File: src/sv/pfce_pkg.sv
`timescale 1ns / 1ps
package pfce_pkg;
   localparam int COLUMNS = 128;
   localparam int ROWS = 64;
   localparam int PAGES = (ROWS + 7) / 8;
   localparam int STORE_BYTES = COLUMNS * PAGES;
   localparam int ADDR_W = $clog2(STORE_BYTES);
   localparam int COL_W = $clog2(COLUMNS);
   localparam int DEC_W = 11;
   localparam int QUEUE_DEPTH = 2;

   typedef enum logic [2:0] {
      OP_SET_PIXEL   = 3'd0,
      OP_CLEAR_PIXEL = 3'd1,
      OP_CIRCLE      = 3'd2,
      OP_READ_BYTE   = 3'd3,
      OP_CLEAR_ALL   = 3'd4
   } opcode_type;

   typedef struct packed {
      logic [2:0] opcode;
      logic [6:0] pos_x;
      logic [5:0] pos_y;
      logic [2:0] page_sel;
      logic [6:0] circle_radius;
   } req_type;

   typedef struct packed {
      logic [7:0] read_byte;
      logic       clipped;
   } rsp_type;

   typedef enum logic [2:0] {
      CMD_PIXEL, CMD_CIRCLE, CMD_READ, CMD_CLEAR, CMD_NONE
   } cmd_kind_type;

   // classified command passed from front to back
   typedef struct packed {
      cmd_kind_type kind;
      logic         set_bit;
      logic         in_range;
      logic [7:0]   cx;
      logic [7:0]   cy;
      logic [6:0]   radius;
      logic [ADDR_W-1:0] addr;
      logic [2:0]   bit_sel;
   } cmd_type;
endpackage

File: src/sv/pfce_front.sv
`timescale 1ns / 1ps
module pfce_front
   import pfce_pkg::*;
(
   input  logic    clock,
   input  logic    reset,
   input  logic    req_valid,
   output logic    req_ready,
   input  req_type req_data,
   output logic    cmd_valid,
   input  logic    cmd_ready,
   output cmd_type cmd_data
);
   cmd_type q_ff [QUEUE_DEPTH];
   logic [0:0] wr_ptr_ff, rd_ptr_ff;
   logic [1:0] count_ff;
   cmd_type cls;
   logic push, pop;

   always_comb begin
      cls = '0;
      cls.cx = {1'b0, req_data.pos_x};
      cls.cy = {2'b0, req_data.pos_y};
      cls.radius = req_data.circle_radius;
      cls.bit_sel = req_data.pos_y[2:0];
      cls.set_bit = (req_data.opcode == OP_SET_PIXEL);
      cls.kind = CMD_NONE;
      case (req_data.opcode)
         OP_SET_PIXEL, OP_CLEAR_PIXEL: begin
            cls.kind = CMD_PIXEL;
            cls.in_range = (32'(req_data.pos_x) < COLUMNS) && (32'(req_data.pos_y) < ROWS);
            cls.addr = ADDR_W'(32'(req_data.pos_y[5:3]) * COLUMNS + 32'(req_data.pos_x));
         end
         OP_CIRCLE: cls.kind = CMD_CIRCLE;
         OP_READ_BYTE: begin
            cls.kind = CMD_READ;
            cls.in_range = (32'(req_data.pos_x) < COLUMNS) && (32'(req_data.page_sel) < PAGES);
            cls.addr = ADDR_W'(32'(req_data.page_sel) * COLUMNS + 32'(req_data.pos_x));
         end
         OP_CLEAR_ALL: cls.kind = CMD_CLEAR;
         default: cls.kind = CMD_NONE;
      endcase
   end

   assign req_ready = (count_ff != 2'd2);
   assign push = req_valid && req_ready;
   assign cmd_valid = (count_ff != 2'd0);
   assign pop = cmd_valid && cmd_ready;
   assign cmd_data = q_ff[rd_ptr_ff];

   always_ff @(posedge clock) begin
      if (reset) begin
         wr_ptr_ff <= '0;
         rd_ptr_ff <= '0;
         count_ff <= '0;
      end else begin
         if (push) wr_ptr_ff <= wr_ptr_ff + 1'b1;
         if (pop) rd_ptr_ff <= rd_ptr_ff + 1'b1;
         count_ff <= count_ff + {1'b0, push} - {1'b0, pop};
      end
      if (push) q_ff[wr_ptr_ff] <= cls;
   end
endmodule

File: config.mk
export PLATFORM = sky130hd
export DESIGN_NAME = pfce_front
export DESIGN_NICKNAME = d
export VERILOG_FILES = /design/src/sv/pfce_pkg.sv /design/src/sv/pfce_front.sv
export SDC_FILE = /design/constraint.sdc
export NUM_CORES = 1
export LEC_CHECK = 0
export ABC_AREA = 1
export BUFFER_PORTS_ARGS = -buffer_cell sky130_fd_sc_hd__clkbuf_2
export CAP_MARGIN = 20
export CELL_PAD_IN_SITES_DETAIL_PLACEMENT = 1
export CELL_PAD_IN_SITES_GLOBAL_PLACEMENT = 2
export CORE_MARGIN = 3
export CORE_UTILIZATION = 40
export CTS_CLUSTER_DIAMETER = 150
export CTS_CLUSTER_SIZE = 24
export DETAILED_ROUTE_END_ITERATION = 16
export PLACE_DENSITY_LB_ADDON = 0.1
export SLEW_MARGIN = 20
export SYNTH_ARGS = -nofsm -noshare
export SYNTH_HDL_FRONTEND = slang
export SYNTH_SLANG_ARGS = --single-unit
File: constraint.sdc
create_clock -name clock -period 5.7 [get_ports clock]
set_input_delay 1.14 -clock clock [delete_from_list [all_inputs] [get_ports clock]]
set_output_delay 1.14 -clock clock [all_outputs]
set_load 0.005 [all_outputs]
==> results of run 1 <==
## cell usage after synthesis (all sizes together)
library cell  instances
edfxtp               70
mux2                 35
inv                  21
nor2                 21
buf                  10
nand2                10
dfxtp                 5
nand3                 5
a21oi                 3
o21ai                 3
conb                  1
ha                    1
nor3                  1
xnor2                 1
## power by group
part | internal [mW] | switching [mW]
Sequential | 0.703 | 0.0450
Combinational | 0.224 | 0.189
Clock | 0.196 | 0.183
Total | 1.12 | 0.417
## registers in the layout, indices dropped and copies added (netlist names), named ones only
register / cells
wr_ptr_ff: 1
count_ff: 2
q_ff: 70
rd_ptr_ff: 1
## worst max-delay path: cells and delay by family (launching register included)
kind     cells  cell delay, ps
flops        1             700
buf+inv      2             540
mux          1             390
## routing by layer
metal  up-vias  wire (um)  GRT usage
met5         -          0          0
met4         0         45     0.0578
met3         4        336     0.0353
met2        50       2670      0.208
met1       788       2460      0.163
li1        803          -          -
## final timing paths
check / endpoint / slack (ps) / cells past startpoint
worst min-delay path: rd_ptr_ff / 510 / 2
worst min register to register: rd_ptr_ff / 510 / 2
worst max register to register: q_ff[0][8] / 3980 / 5
worst max-delay path: cmd_data[6] / 2590 / 3
## cell families (layout without fill, tap and decap cells)
logic type                 Yosys count  count (layout)  share of synthesized area
AOI/OAI and AO/OA                    6               6                    0.00964
xor gates and xnor gates             1               1                    0.00281
adders and majority gates            1               1                    0.00402
buffers and inverters               31             108                     0.0627
DFF                                 75              75                      0.707
muxes                               35              35                      0.163
other                                1               3                    0.00120
and+or+nand+nor                     37              37                     0.0494
## final cells by class
type	instances	share of cell area
Sequential cell	75	0.591
Multi-Input combinational cell	83	0.198
Timing Repair Buffer	72	0.107
Clock buffer	9	0.0332
Tap cell	99	0.0332
Inverter	21	0.0212
Clock inverter	6	0.0154
## stage by stage
stage	util	cells	setup WS (ps)	instance area, um2	total power, mW
2_1_floorplan	-	189	2540	3120	1.05
3_3_place_gp	0.472	348	2930	3500	1.16
3_5_place_dp	0.472	348	2890	3500	1.17
4_1_cts	0.497	363	2520	3680	1.55
5_1_grt	0.503	365	2460	3730	1.64
6_report	0.503	365	2590	3730	1.54
## cells in the final DEF (no fill, tap or decap), types with 3 or more instances in the layout
cell type / netlist / layout
inv_1: 19 / 19
nor2_1: 20 / 18
mux2_2: 5 / 5
a21oi_1: 3 / 3
dfxtp_1: 5 / 4
clkbuf_8: 0 / 9
o21ai_0: 3 / 3
nand2_1: 8 / 8
mux2_4: 30 / 30
conb_1: 1 / 3
edfxtp_1: 70 / 70
nand3_1: 5 / 5
clkbuf_2: 0 / 69
==> reports/qor.yml, run 1 <==
status: "completed"
synth_cells: 187
gp_congestion: 0.685
wl_um: 5510
vias_per_cell: 4.51
setup.worst_path.class: "reg -> out"
yosys.area.top_type: "edfxtp_1"
finalHoldViolCount: 0
row_count: 31
syn_avg_cell_area_um2: 16.6
grt_util_all_layers: 0.129
initial_core_util: 0.420
worstPathCellList: "buf_4 > mux2_2 > clkbuf_2"
buffer_ports.inserted: 69
post-route-period-util: 0.545
rr_startpoint: "count_ff[0]"
post_cts_resized: 0
hp-class: "reg -> reg"
max_slew_margin: 0.538
skew_ps: 6.66
ys_warn_count: 0
drcViolationCount: 0
dr.pass1.iters: 4
wl_per_cell_um: 15.1
whs_ps: 511
die_y_um: 94.2
antenna_found_initial: 0
tightest_slew_ps: 691
path_clk_slew_ps: 70
critPathMaxFanout: 18
fillCellCount: 742
ios: 73
fin_crit_ps: 3110
coreArea_um2: 7410
final_net_count: 293
ys_seq_elements: 75
power_density_nw_per_um2: 413
slew_viol_final: 0
cts_buffers: 9
worst_setup_path_end_kind: "output pin"
min-delay-start: "rd_ptr_ff"
h-tree-depth: 3
max_cap_viol_count: 0
clock_latency_ps: 330
die-area_um2: 8880
grt_max_degree: 37
ys_types: 20
antenna_cells: 0
grt_pass1_wl_um: 8420
multi_input_area_um2: 738
final-seq-area_um2: 2200
start_kind: "register"
clock-sinks: 75
clockBufferDepth: 2
rsz0062_at_grt: "no"
setup_violations: 0
crit_required_ps: 4560
vdd_drop_max_v: 0.000194
vias: 1645
cp.arrival_ps: 1970
p_leak_nw: 1.54
ant_nets: 0
synth_top_cell_area_share: 0.675
slowest_delay_ps: 700
gr-total-overflow: 0
post-cts-setup-buffer-count: 0
syn_to_final_growth_pct: 19.7
fmax_ghz: 0.322
dp_hpwl_um: 3730
drive_above_1_share: 0.481
cts_hold_buf: 0
slowest_stage: "dfxtp_2"
finalSetupTns_ps: 0
first_global_vias: 1669
ys_seq_area_frac: 0.707
cts_tree: "built"
drtIter0Drc: 67
syn_area_um2: 3110
cts_root_buf: "clkbuf_8"
die_x_um: 94.2
synth.area.top_cells: "edfxtp_1 68%, mux2_4 14%, dfxtp_1 3.2%"
Note: power is estimated with default switching activity, not from simulation.
==> inputs of run 2 (changes only) <==
--- a/config.mk
+++ b/config.mk
@@ -5,13 +5,13 @@
 export SDC_FILE = /design/constraint.sdc
 export NUM_CORES = 1
 export LEC_CHECK = 0
-export ABC_AREA = 1
+export ABC_AREA = 0
 export BUFFER_PORTS_ARGS = -buffer_cell sky130_fd_sc_hd__clkbuf_2
 export CAP_MARGIN = 20
 export CELL_PAD_IN_SITES_DETAIL_PLACEMENT = 1
 export CELL_PAD_IN_SITES_GLOBAL_PLACEMENT = 2
 export CORE_MARGIN = 3
-export CORE_UTILIZATION = 40
+export CORE_UTILIZATION = 37
 export CTS_CLUSTER_DIAMETER = 150
 export CTS_CLUSTER_SIZE = 24
 export DETAILED_ROUTE_END_ITERATION = 16
==> constraint.sdc (replaced) <==
create_clock -name clock -period 2.9 [get_ports clock]
set_input_delay 0.58 -clock clock [delete_from_list [all_inputs] [get_ports clock]]
set_output_delay 0.58 -clock clock [all_outputs]
set_load 0.005 [all_outputs]
==> run 2 against run 1 <==
  * Total power rose by 79%
  * Area after synthesis down 4.2%
  * Sequential share of layout area up 1.8 points
  * Register-to-register slack got worse by 2900 ps
  * Synthesized cell count down 7.0%
  * Sequential power up 89%
  * Final area down 3.0%
  * Global-route usage is 0.48 points lower
  * Hold slack worse by 72 ps
  * Largest power group unchanged
  * Highest routed layer unchanged
==> reports/qor.yml, run 2 <==
synth_common_cells: "70 x edfxtp_1, 35 x mux2_2, 7 x and2_1, 7 x buf_4, 7 x nor2_1"
initial_core_util: 0.384  # -0.0363
syn_to_final_growth_pct: 21.2
ys_types: 28  # +40%
met2_usage: 0.203  # -0.00480
largest_reg_flops: 70  # unchanged
post-cts-setup-buffer-count: 0  # unchanged
cts_hold_buf: 0  # unchanged
finalHoldViolCount: 0  # unchanged
antenna_cells: 0  # unchanged
die_y_um: 95.8  # +1.6%
reg2reg_slack_ps: 1070  # -2910 ps
grt_use_met1: 0.150  # -0.0124
antenna_found_initial: 0  # unchanged
synthFlopType: "edfxtp_1"
clock-sinks: 75  # unchanged
setup.worst_path.class: "reg -> out"
ys_seq_elements: 75  # unchanged
cts_buffers: 9  # unchanged
critPathMaxFanout: 35  # +17
die-area_um2: 9170  # +3.3%
slowest_delay_ps: 890  # +190 ps
setup_violations: 0  # unchanged
drtIter0Drc: 67  # unchanged
wl_um: 5580  # +1.3%
grt_busiest_layer: "met2"
grt_max_degree: 36  # -2.7%
gr-total-overflow: 0  # unchanged
yosysMostFrequentCell: "edfxtp_1"
buffer_ports.inserted: 69  # unchanged
dp_hpwl_um: 3760  # +0.84%
ys_seq_area_frac: 0.739  # +0.0312
r2r_cells: 3  # -2
met3_usage: 0.0446  # +0.00931
vias_per_cell: 4.71  # +4.4%
slew_viol_final: 0  # unchanged
path_clk_slew_ps: 70  # about the same
hold_depth: 1  # -1
async_reset_ff_frac: 0  # unchanged
post_cts_resized: 0  # unchanged
max_slew_margin: 0.431  # -0.107
synth_edf_count: 70  # unchanged
largest-register: "q_ff"
post-route-period-util: 0.812
rsz0062_at_grt: "no"
r2r_end: "q_ff[1][16]"
place_inst: 337  # -3.2%
status: "completed"
finalSetupTns_ps: 0  # unchanged
dr.pass1.iters: 4  # unchanged
synth.area.top_cells: "edfxtp_1 70%, mux2_2 13%, dfxtp_1 3.4%"
gp_congestion: 0.721  # +5.2%
ys_warn_count: 0  # unchanged
drive_above_1_share: 0.494  # +0.0128
cts_root_buf: "clkbuf_8"
final_net_count: 277  # -5.5%
syn_avg_cell_area_um2: 17.1  # +2.9%
power_density_nw_per_um2: 764  # +85%
worstPathCellList: "mux2_2 > clkbuf_2"
hold_end: "q_ff[1][21]"
clockBufferDepth: 2  # unchanged
cts_tree: "built"
vdd_drop_max_v: 0.000327  # +68%
yosys.area.top_type: "edfxtp_1"
first_global_vias: 1685  # +0.96%
tightest_slew_ps: 853  # +163 ps
crit_required_ps: 2320  # -2240 ps
start_kind: "register"
max_cap_viol_count: 0  # unchanged
syn_area_um2: 2980  # -4.2%
wl_per_cell_um: 15.8  # +4.8%
h-tree-depth: 3  # unchanged
worst_setup_path_end_kind: "output pin"
vias: 1661  # +0.97%
coreArea_um2: 7770  # +4.8%
grt_util_all_layers: 0.125  # -0.00477
rr_startpoint: "count_ff[0]"
skew_ps: 8.95  # +2.29 ps
drcViolationCount: 0  # unchanged
ios: 73  # unchanged
p_leak_nw: 1.39  # -9.9%
mostFrequentLayoutCell: "edfxtp_1"
clock_latency_ps: 330  # about the same
layout_common_cells: "70 x edfxtp_1, 69 x clkbuf_2, 35 x mux2_2"
fin_crit_ps: 2350
fin_cells: 353  # -3.3%
ant_nets: 0  # unchanged
hp-class: "in -> reg"
die_x_um: 95.8  # +1.6%
slowest_stage: "dfxtp_2"
synth_cells: 174  # -7.0%
min-delay-start: "req_data[11]"
reg_top3: "q_ff x70, count_ff x2"
fmax_ghz: 0.425
cp.arrival_ps: 1770  # -200 ps
grt_pass1_wl_um: 8250  # -2.1%
row_count: 32  # +3.2%
synth_top_cell_area_share: 0.705  # +0.0298
run 2: changes by cell type after synthesis, sizes merged, moves of 2 or more:
cell	change
nor2b	+3
nand2b	+4
and2	+7
a21bo	+2
buf	+3
a21oi	+2
nand2	-8
inv	-19
nor2	-14
run 2: kinds of logic after synthesis:
group | count (synthesis) | synth area share
xor gates and xnor gates | 2 | 0.00588
buffers and inverters | 15 | 0.0302
adders and majority gates | 1 | 0.00420
AOI/OAI and AO/OA | 12 | 0.0256
muxes | 36 | 0.136
DFF | 75 | 0.739
other | 1 | 0.00126
and+or+nand+nor | 32 | 0.0583
run 2: worst max-delay path, delay by kind of cell, from the launching register on:
family,cells,cell delay [ps]
buf+inv,1,120
flops,1,890
mux,1,430
run 2: power by group:
part           internal (mW)  switching, mW  total, mW
registers               1.32         0.0932       1.41
clock network          0.483          0.354      0.837
logic                  0.286          0.224      0.510
total                   2.09          0.671       2.76
run 2: through the flow:
step                      instance area [um2]  worst slack (ps)  power, mW  utilization  hold WS [ps]
final                                    3610               546       2.76        0.465           439
after global routing                     3610               402       2.91        0.465           416
after CTS                                3610               463       2.81        0.465           418
after detailed placement                 3400               845       1.97        0.438           496
after global placement                   3400               874       1.95        0.438           496
after floorplan                          2990               993       1.74            -           472
run 2: worst max-delay path by stage:
stage / to / slack, ps
after floorplan: q_ff[1][10] / 990
after global placement: cmd_data[12] / 870
after detailed placement: cmd_data[12] / 840
after CTS: cmd_data[12] / 460
after global routing: cmd_data[21] / 400
final: cmd_data[12] / 550
run 2: per-layer routing:
metal,up-vias,part of all wire
met4,0,0.014
met5,-,0
met1,821,0.43
met3,6,0.052
met2,48,0.50
li1,786,-
run 2: area by class of cell:
class,instances,area [um2]
fillers,805,4150
flip-flops and latches,75,2200
multi-input cells,86,698
repair buffers,72,368
clock buffers,11,131
well taps,102,128
clock inverters,5,77.6
inverters,2,7.51
==> inputs of run 3 (changes only) <==
--- a/config.mk
+++ b/config.mk
@@ -5,7 +5,7 @@
 export SDC_FILE = /design/constraint.sdc
 export NUM_CORES = 1
 export LEC_CHECK = 0
-export ABC_AREA = 0
+export ABC_AREA = 1
 export BUFFER_PORTS_ARGS = -buffer_cell sky130_fd_sc_hd__clkbuf_2
 export CAP_MARGIN = 20
 export CELL_PAD_IN_SITES_DETAIL_PLACEMENT = 1
==> constraint.sdc (replaced) <==
create_clock -name clock -period 2.4 [get_ports clock]
set_input_delay 0.48 -clock clock [delete_from_list [all_inputs] [get_ports clock]]
set_output_delay 0.48 -clock clock [all_outputs]
set_load 0.005 [all_outputs]
==> run 3 against run 2 <==
  * Clock power up 22%
  * Setup slack got worse by 180 ps
  * Sequential cell count unchanged
  * Total power grew 37%
  * Via count is 2.6% higher
  * Sequential power grew 24%
  * Hold slack got worse by 110 ps
  * Non-clock buffer count is 1 higher
  * Critical path depth is 1 higher
  * Critical path type unchanged
  * Critical endpoint is now cmd_data[40]
==> reports/qor.yml, run 3 (synthesized netlist as in run 1, its figures left out) <==
gp_congestion: 0.690  # -4.2%
vias_per_cell: 4.61  # -2.1%
initial_core_util: 0.393  # +0.00882
cp.arrival_ps: 1550  # -220 ps
vias: 1705  # +2.6%
vdd_drop_max_v: 0.000457  # +40%
finalHoldViolCount: 0  # unchanged
grt_pass1_wl_um: 9000  # +9.1%
p_leak_nw: 1.56  # +12%
skew_ps: 11.8  # +2.82 ps
wl_per_cell_um: 15.3  # -3.5%
h-tree-depth: 3  # unchanged
mostFrequentLayoutCell: "edfxtp_1"
dpl_cell_area_um2: 3550  # +4.2%
dp_hpwl_um: 3910  # +4.0%
wl_um: 5650  # +1.2%
place_inst: 354  # +5.0%
start_kind: "register"
cts_hold_buf: 0  # unchanged
drcViolationCount: 0  # unchanged
antenna_cells: 0  # unchanged
post-route-period-util: 0.846
post-cts-setup-buffer-count: 0  # unchanged
syn_to_final_growth_pct: 20.7
max_cap_viol_count: 0  # unchanged
power_density_nw_per_um2: 1010  # +32%
largest_reg_flops: 70  # unchanged
path_clk_slew_ps: 80  # about the same
drtIter0Drc: 50  # -25%
slowest_stage: "dfxtp_2"
critPathMaxFanout: 29  # -17%
fmax_ghz: 0.493
setup_violations: 0  # unchanged
fin_crit_ps: 2030
worst_setup_path_end_kind: "output pin"
ios: 73  # unchanged
die-area_um2: 9550  # +4.1%
clock-sinks: 75  # unchanged
multi_input_area_um2: 738  # +5.7%
final-seq-area_um2: 2200  # unchanged
dr.pass1.iters: 4  # unchanged
cts_root_buf: "clkbuf_8"
layout_common_cells: "70 x edfxtp_1, 69 x clkbuf_2, 30 x mux2_4"
coreArea_um2: 7930  # +2.1%
fin_cells: 370  # +4.8%
crit_required_ps: 1920  # -400 ps
reg_top3: "q_ff x70, count_ff x2"
largest-register: "q_ff"
cts_buffers: 9  # unchanged
whs_ps: 325  # -114 ps
buffer_ports.inserted: 69  # unchanged
ant_nets: 0  # unchanged
grt_util_all_layers: 0.123  # -0.00199
antenna_found_initial: 0  # unchanged
slowest_delay_ps: 450  # -440 ps
finalSetupTns_ps: 0  # unchanged
die_y_um: 97.7  # +2.0%
rsz0062_at_grt: "no"
drive_above_1_share: 0.481  # -0.0127
cts_tree: "built"
clockBufferDepth: 2  # unchanged
hp-class: "in -> reg"
fillCellCount: 813  # +0.99%
slew_viol_final: 0  # unchanged
die_x_um: 97.7  # +2.0%
status: "completed"
post_cts_resized: 0  # unchanged
final_area_um2: 3760  # +3.9%
gr-total-overflow: 0  # unchanged
first_global_vias: 1837  # +9.0%
clock_latency_ps: 340  # about the same
final_net_count: 294  # +6.1%
setup.worst_path.class: "reg -> out"
worstPathCellList: "buf_12 > mux2_2 > clkbuf_2"
grt_max_degree: 30  # -17%
row_count: 32  # unchanged
-- run 3: cell types whose count changed in the layout (fill, tap and decap cells not counted), sizes merged, moves of 2 or more --
cell,delta
nor2,+14
inv,+19
a21bo,-2
nor2b,-3
a21oi,-2
and2,-7
nand2,+8
nand2b,-4
-- run 3: cell type report --
cell class | count | area share
sequential | 75 | 0.587
tap | 102 | 0.0340
clock buffer | 10 | 0.0340
multi-input combinational | 83 | 0.197
clock inverter | 6 | 0.0213
inverter | 21 | 0.0210
timing repair buffer | 73 | 0.107
-- run 3: per-stage QoR --
step	setup slack [ps]	power, mW	util
2_1_floorplan	486	2.49	-
3_3_place_gp	712	2.81	0.448
3_5_place_dp	670	2.82	0.448
4_1_cts	331	3.85	0.474
5_1_grt	298	3.99	0.474
6_report	370	3.78	0.474
-- run 3: critical path, delay by kind of cell, from the launching register on --
kind	cells	cell delay [ps]
buffers and inverters	2	380
flip-flops	1	450
multiplexers	1	360
-- run 3: final timing paths --
kind | from | end | slack [ps] | cells past startpoint
max | register | cmd_data[40] | 370 | 3
min reg2reg | rd_ptr_ff | rd_ptr_ff | 510 | 2
max reg2reg | count_ff[0] | q_ff[0][24] | 830 | 5
min | req_data[10] | q_ff[1][20] | 330 | 1
-- run 3: report_power, final --
group	leakage, nW	internal (mW)	total (mW)	switching [mW]
Clock	0.101	0.577	1.02	0.443
Sequential	0.703	1.67	1.75	0.0803
Combinational	0.752	0.531	1.01	0.475
-- run 3: routing by layer --
layer,track usage,vias to the layer above,share of wire
met1,0.133,841,0.41
met5,0,-,0
met3,0.0330,11,0.054
met4,0.0607,0,0.022
li1,-,806,-
met2,0.219,47,0.52
